`config.mk`:
```
export PLATFORM = sky130hd
export DESIGN_NAME = lrt_ctrl
export DESIGN_NICKNAME = d
export VERILOG_FILES = /design/src/hw/rtl/lrt_pkg.sv /design/src/hw/rtl/lrt_ctrl.sv
export SDC_FILE = /design/constraint.sdc
export NUM_CORES = 1
export LEC_CHECK = 0
export BUFFER_PORTS_ARGS = -buffer_cell sky130_fd_sc_hd__buf_2
export CORE_MARGIN = 8
export CORE_UTILIZATION = 30
export CTS_CLUSTER_DIAMETER = 30
export DETAILED_ROUTE_END_ITERATION = 10
export PLACE_DENSITY_LB_ADDON = 0.12
export SETUP_SLACK_MARGIN = 0.5
export SYNTH_ARGS = -nofsm -noshare
export SYNTH_HDL_FRONTEND = slang
export SYNTH_SLANG_ARGS = --single-unit
```
`constraint.sdc`:
```
create_clock -name clock -period 1.9 [get_ports clock]
set_clock_uncertainty 0.2 [all_clocks]
set_input_delay 0.475 -clock clock [delete_from_list [all_inputs] [get_ports clock]]
set_output_delay 0.475 -clock clock [all_outputs]
set_load 0.02 [all_outputs]
```
`src/hw/rtl/lrt_pkg.sv`:
```
// Shared types, constants and saturation helpers of the LMS regression trainer.
package lrt_pkg;

   // Input feature and target width (signed Q8.8 at the default width)
   localparam int FEATURE_BITS = 16;

   // Weight, prediction and error width (signed Q16.16)
   localparam int WEIGHT_W = 32;
   localparam int NUM_W    = 4;
   localparam int IDX_W    = $clog2(NUM_W);

   // Shared multiplier: 33 x 33 signed covers weights, errors, magnitudes and features
   localparam int MUL_W  = WEIGHT_W + 1;
   localparam int PROD_W = 2 * MUL_W;
   // Dot product accumulator: four terms of PROD_W - 8 bits
   localparam int ACC_W  = PROD_W - 8 + 2;

   // Error sum and gradient widths; the magnitude reaches 2^31, so its square needs 63 bits
   localparam int SSE_W  = 48;
   localparam int SQ_W   = 2 * WEIGHT_W - 1 - 17;
   localparam int GRAD_W = 48;
   localparam int LR_W   = 16;
   localparam int STEP_W = GRAD_W + LR_W + 1;

   // Bias feature: 1.0 in Q8.8
   localparam logic signed [MUL_W-1:0] ONE_Q8_8 = MUL_W'(256);

   // Configuration port
   localparam int CSR_IDX_W  = 8;
   localparam int CSR_DATA_W = 16;
   localparam logic [CSR_IDX_W-1:0] CSR_LEARNING_RATE = CSR_IDX_W'(0);
   localparam logic [CSR_IDX_W-1:0] CSR_MODE          = CSR_IDX_W'(1);
   localparam logic [LR_W-1:0]      LR_RESET          = LR_W'(328);

   localparam logic [SSE_W-1:0] SSE_MAX = {SSE_W{1'b1}};

   // Commands from the controller to the datapath
   typedef struct packed {
      logic             load_in;   // capture a new sample, clear accumulator
      logic             dot_mul;   // product of weight and feature at idx
      logic             dot_acc;   // accumulate the previous product
      logic             err_en;    // saturate prediction, form error
      logic             sq_mul;    // square of the error magnitude
      logic             sse_en;    // add half squared error to the sum
      logic             grad_mul;  // product of error and feature at idx
      logic             step_mul;  // gradient times learning rate
      logic             w_upd;     // write updated weight at idx
      logic             out_load;  // move the result into the output register
      logic [IDX_W-1:0] idx;
   } lrt_cmd_type;

   // Status from the datapath to the controller
   typedef struct packed {
      logic mode_eval;  // evaluate only, no weight update
      logic out_busy;   // output register holds a result not taken this cycle
   } lrt_sts_type;

   // Saturate a signed value to 32 bits
   function automatic logic signed [WEIGHT_W-1:0] sat_to_32(input logic signed [63:0] v);
      logic signed [63:0] hi;
      logic signed [63:0] lo;
      hi = 64'sh0000_0000_7FFF_FFFF;
      lo = -64'sh0000_0000_8000_0000;
      if (v > hi) begin
         return {1'b0, {(WEIGHT_W-1){1'b1}}};
      end else if (v < lo) begin
         return {1'b1, {(WEIGHT_W-1){1'b0}}};
      end else begin
         return v[WEIGHT_W-1:0];
      end
   endfunction

   // Saturate a signed value to 48 bits
   function automatic logic signed [GRAD_W-1:0] sat_to_48(input logic signed [63:0] v);
      logic signed [63:0] hi;
      logic signed [63:0] lo;
      hi = 64'sh0000_7FFF_FFFF_FFFF;
      lo = -64'sh0000_8000_0000_0000;
      if (v > hi) begin
         return {1'b0, {(GRAD_W-1){1'b1}}};
      end else if (v < lo) begin
         return {1'b1, {(GRAD_W-1){1'b0}}};
      end else begin
         return v[GRAD_W-1:0];
      end
   endfunction

endpackage

```
`src/hw/rtl/lrt_ctrl.sv`:
```
// Controller state machine of the LMS regression trainer: sequences one sample.
module lrt_ctrl (
   input  logic                clock,
   input  logic                reset,
   input  logic                req_valid,
   output logic                req_stall,
   input  lrt_pkg::lrt_sts_type sts,
   output lrt_pkg::lrt_cmd_type cmd
);

   typedef enum logic [8:0] {
      ST_IDLE = 9'b000000001,
      ST_DOT  = 9'b000000010,
      ST_ERR  = 9'b000000100,
      ST_SQR  = 9'b000001000,
      ST_SSE  = 9'b000010000,
      ST_GRAD = 9'b000100000,
      ST_STEP = 9'b001000000,
      ST_UPD  = 9'b010000000,
      ST_DONE = 9'b100000000
   } lrt_state_type;

   localparam logic [2:0] DOT_LAST = 3'(lrt_pkg::NUM_W);
   localparam logic [lrt_pkg::IDX_W-1:0] IDX_LAST = lrt_pkg::IDX_W'(lrt_pkg::NUM_W - 1);

   lrt_state_type state_ff, state_in;
   logic [2:0]    cnt_ff, cnt_in;

   // State register
   always_ff @(posedge clock) begin
      if (reset) begin
         state_ff <= ST_IDLE;
         cnt_ff   <= '0;
      end else begin
         state_ff <= state_in;
         cnt_ff   <= cnt_in;
      end
   end

   assign req_stall = (state_ff != ST_IDLE);

   // Next state and commands
   always_comb begin
      state_in = state_ff;
      cnt_in   = cnt_ff;
      cmd      = '0;
      cmd.idx  = cnt_ff[lrt_pkg::IDX_W-1:0];
      case (state_ff)
         ST_IDLE: begin
            if (req_valid) begin
               cmd.load_in = 1'b1;
               cnt_in      = '0;
               state_in    = ST_DOT;
            end
         end
         ST_DOT: begin
            // multiply at counts 0..3, accumulate one count behind
            cmd.dot_mul = (cnt_ff != DOT_LAST);
            cmd.dot_acc = (cnt_ff != 3'd0);
            if (cnt_ff == DOT_LAST) begin
               cnt_in   = '0;
               state_in = ST_ERR;
            end else begin
               cnt_in = cnt_ff + 3'd1;
            end
         end
         ST_ERR: begin
            cmd.err_en = 1'b1;
            state_in   = ST_SQR;
         end
         ST_SQR: begin
            cmd.sq_mul = 1'b1;
            state_in   = ST_SSE;
         end
         ST_SSE: begin
            cmd.sse_en = 1'b1;
            cnt_in     = '0;
            state_in   = sts.mode_eval ? ST_DONE : ST_GRAD;
         end
         ST_GRAD: begin
            cmd.grad_mul = 1'b1;
            state_in     = ST_STEP;
         end
         ST_STEP: begin
            cmd.step_mul = 1'b1;
            state_in     = ST_UPD;
         end
         ST_UPD: begin
            cmd.w_upd = 1'b1;
            if (cnt_ff[lrt_pkg::IDX_W-1:0] == IDX_LAST) begin
               cnt_in   = '0;
               state_in = ST_DONE;
            end else begin
               cnt_in   = cnt_ff + 3'd1;
               state_in = ST_GRAD;
            end
         end
         ST_DONE: begin
            // wait for the output register to free up
            if (!sts.out_busy) begin
               cmd.out_load = 1'b1;
               state_in     = ST_IDLE;
            end
         end
         default: begin
            state_in = ST_IDLE;
            cnt_in   = '0;
         end
      endcase
   end

endmodule

```
# Yosys cells after proc, flatten, opt, wreduce, memory -nomap -nowiden
# Cells that the tools add are included.
# totals
word_cells	45
ff_bits	12
memories	0
latch_bits	0
inputBits	5
output_inout_bits	13
rom_bits	0
ramBits	0
# classes
n_lt_le_gt_ge	0
n_shift	0
mux	21
reduce_logical	4
bitwise_logic	1
add_sub_neg	1
n_eq_ne	16
n_mul	0
n_div	0
# ops
cell	count
$pmux W9 S9	1
$mux W9	5
$pmux W3 S4	1
$mux W1	10
$eq A9 B1 Y1 const B	1
$eq A9 B2 Y1 const B	1
$eq A9 B3 Y1 const B	1
$eq A9 B4 Y1 const B	1
$eq A9 B5 Y1 const B	1
$eq A9 B6 Y1 const B	1
$eq A9 B7 Y1 const B	1
$eq A9 B8 Y1 const B	1
$eq A9 B9 Y1 const B	1
$mux W3	3
$ne A9 B1 Y1 const B	1
$ne A2 B2 Y1 const B	3
$reduce_or A5 Y1	1
$add A3 B1 Y3 const B	1
$eq A3 B3 Y1 const B	1
$ne A3 B3 Y1 const B	1
$reduce_and A3 Y1	1
$reduce_bool A3 Y1	1
$eq A2 B2 Y1 const B	1
$mux W2	1
other kinds (2)	2

# Longest topological paths before layout
# logic_depth
depth_word	4
mapped_depth	7
mapped_depth_nobuf	7

# Least setup slack after synthesis
# OpenSTA, ideal clock, no wires.
# synth_path
path_type	register to output
startpoint	register state_ff[2]
endpoint	output port cmd[5] (netlist bit)
arrival_ns	1.212
stages_incl_launch_ff	4
required_time_ns	1.225
slack_ns	0.013
path_cell_list	dfxtp_1 or3_1 nor2_2 and4bb_2
# synth_rtl
item	line	rtl
start, declared	lrt_ctrl.sv:26	lrt_state_type state_ff, state_in;
start signal, assigned	lrt_ctrl.sv:35	state_ff <= state_in;
end, declared	lrt_ctrl.sv:8	output lrt_pkg::lrt_cmd_type cmd

==> impl_results.md <==
* Outcome: finished, violations left
* Violated checks: setup timing
* Sequential-to-total area share from yosys stat at 29.4%
* Area Overhead vs Synth at 92.0%
* Setup violations, final at 11
* All-Layer GR Usage at ~13%
* #FFs+latches synth at 12
* Yosys cell types at 38
* Initial DRC Count at 35
* Global-route wire length before repair at 4.57 mm
* CTS tree: done
* P per Cell Area at just over 500 nW/um^2
* Wire per inst at about 15 microns
* Cts bufs inserted at 3
* Number of fill cells at roughly 240
* Fin. Hold Viols at 0
* Antenna-violating nets left at 0
* Synth top area cells: dfxtp_1, inv_1, nor4_4, ha_1, nor2_1
* Initial core utilization at 30.7%
* Routed wire length at approximately 2.6 mm
* Worst Setup Path Type: register to primary output
* Worst path top cell family by delay: simple AND/OR/NAND/NOR gates
* Synth area leader: dfxtp_1
* EDFF count, synth at 0
* DRC at 0
* Die height at between 60 and 70 microns
* Clk_lat worst skew at ~0.28 ns
* Vias at slightly above 900
* Post-synth ARST share at 0%
* Vias in the first global route at between 900 and 1,000
* Worst Path Max Fanout at 3
* Startpoint Class: register
* Pre-antenna DRT Iters at 4
* Slowest stage delay, CP at about 0.41 ns
* CP max stage cell: or3_4
* Buffers on Ports at 17
* Period utilization at 115%
* Tmin final at 2.19 ns
* Hold path start: reset
* Core box area at between 2000 and 3000 sq um
* Clk sinks at 12
* Count leader, synth: inv_1
* Slew margin rel. at 75.5%
* Synth Warn # at 0
* Remaining Overflow, GRT at 0
* Cts-stage hold buffer count at 0
* CTS max path bufs at 2
* # rows at 19
* Worst r2r src: state_ff[6]
* Hold-critical path endpoint: state_ff[1]
* RD Place Congestion at just over 0.8
* R2r endpoint: state_ff[7]
* Reg2reg setup slack at 0 ns
* Hold path cells at 2
* Top-area cell type share of the netlist area at approximately 29%
* Crit-path cells: or3_4, nor2_4, and4bb_2, buf_6
* WP data arrival at roughly 1.5 ns
* Mapped cell area at between 800 and 900 sq um
* Clk Tree Root Cell: clkbuf_4
* Cells after synthesis at between 90 and 100
* Storage cell area at roughly 260 sq um
* Number of max-cap violations at 0
* DR vias/cell at 5.10
* CP Depth at 4
* Die X at 68.2 microns
* Max VDD drop at 0.000520 V
* Crit path capture type: primary output
* Design area at roughly 1600 sq um
* DP HPWL at between 2 and 2.5 mm
* Syn Area/Cell at a little over 8 sq um
* Post-Layout Cell Count at roughly 180
* Crit path buf inv count at 1
* Worst Hold Class: input pin to register
* Initial antenna violation count at 0
* Pins over their slew limit at 0
* Max Clk Rate at 457 MHz
* DIE AREA at 4650 sq um
* Ports at 18
* RSZ-0062 raised after global routing: true
* Placed cell count at around 170
* H-tree Lvls at 1
* Largest net degree at the start of global routing at 8
* Area post-placement at roughly 1200 sq um
* Worst Path Required at ~1.2 ns
* Nets@finish at 160
* Worst R2R Path Depth at 8
* Synth Flop Type: dfxtp_1
* Post-Syn Nets at 107
* Worst slew pin tran at ~0.36 ns
* Final worst slack at -0.289 ns
* Post-synth top cells: inv_1, dfxtp_1, nor2_1
* Area of the multi-input gates at 723 sq um
* Number of diodes at 0
* CTS clk-pin slew, worst paths at around 0.08 ns
* Leakage at approximately 0.65 nW
* Layout cells sized above 1 at about three quarters
sequential cells by signal, indices dropped and copies added, names as in the netlist:
signal,flops
state_ff,9
cnt_ff,3
final cells by class:
| class | count | area share, % |
|---|---|---|
| multi-input cells | 70 | 46.1 |
| repair buffers | 51 | 29.0 |
| flip-flops and latches | 12 | 16.6 |
| inverters | 14 | 3.51 |
| well taps | 31 | 2.47 |
| clock buffers | 4 | 2.31 |
how the worst max path moves through the flow:
stage               slack (ns)     end   startpoint
global route             -0.35  cmd[5]  state_ff[0]
CTS                      -0.30  cmd[5]  state_ff[0]
floorplan                 0.05  cmd[6]  state_ff[7]
detailed placement       -0.01  cmd[5]  state_ff[0]
finish                   -0.29  cmd[5]  state_ff[0]
global placement         0.001  cmd[5]  state_ff[0]
kinds of logic (layout without fill, tap and decap cells):
kind of cell / after synthesis / count (layout) / synth area share, %
compound gates: 17 / 17 / 16.1
xor+xnor: 1 / 1 / 1.07
fa+ha+maj: 3 / 3 / 4.59
buf+inv: 17 / 69 / 9.19
flops: 12 / 12 / 29.4
simple gates: 49 / 49 / 39.7
metrics by stage:
stage	power (mW)	setup TNS (ns)	hold slack, ns	worst slack (ns)	utilization [%]
2_1_floorplan	0.412	0	0.253	0.0538	-
6_report	0.794	-2.45	0.250	-0.289	58.9
5_1_grt	0.837	-3.28	0.249	-0.348	58.9
3_5_place_dp	0.492	-0.0206	0.283	-0.0143	44.3
3_3_place_gp	0.490	0	0.269	0.00103	44.3
4_1_cts	0.762	-2.64	0.230	-0.299	54.2
power breakdown:
part	internal (mW)	switching (mW)	total, mW	leakage (nW)
sequential	0.260	0.00968	0.270	0.102
combinational	0.167	0.149	0.316	0.527
clock	0.117	0.0913	0.208	0.0210
total	0.544	0.250	0.794	0.650
layer usage:
layer,global-route usage [%],part of all wire [%]
met4,2.56,1.6
met5,0,0
met3,5.07,5.3
met1,14.0,40
met2,22.7,53
repair_timing:
action                     4_1_cts  5_1_grt
gates resized for setup         51       18
pin swaps                       11       12
setup endpoints to repair       25       25
buffers inserted                 7        6
placed cells by master, fill, tap and decap left out, types with 2 or more instances in the layout:
cell type  instances
buf_6             22
buf_2              4
nor3_4             3
nor2b_1            2
nand2_1            4
nor2_1             5
nor4_4             2
dfxtp_2            7
or3_4              2
dfxtp_1            2
clkbuf_4           3
ha_1               2
inv_1              9
dfxtp_4            3
a211oi_2           2
o21ai_0            2
and3_4             2
nor3b_1            2
and4_4             2
nand4_1            4
buf_4             25
nor3_2             2
nor2_2             4
nor2_4             2
nand2_2            2
inv_2              4
Note: power is estimated with default switching activity, not from simulation.
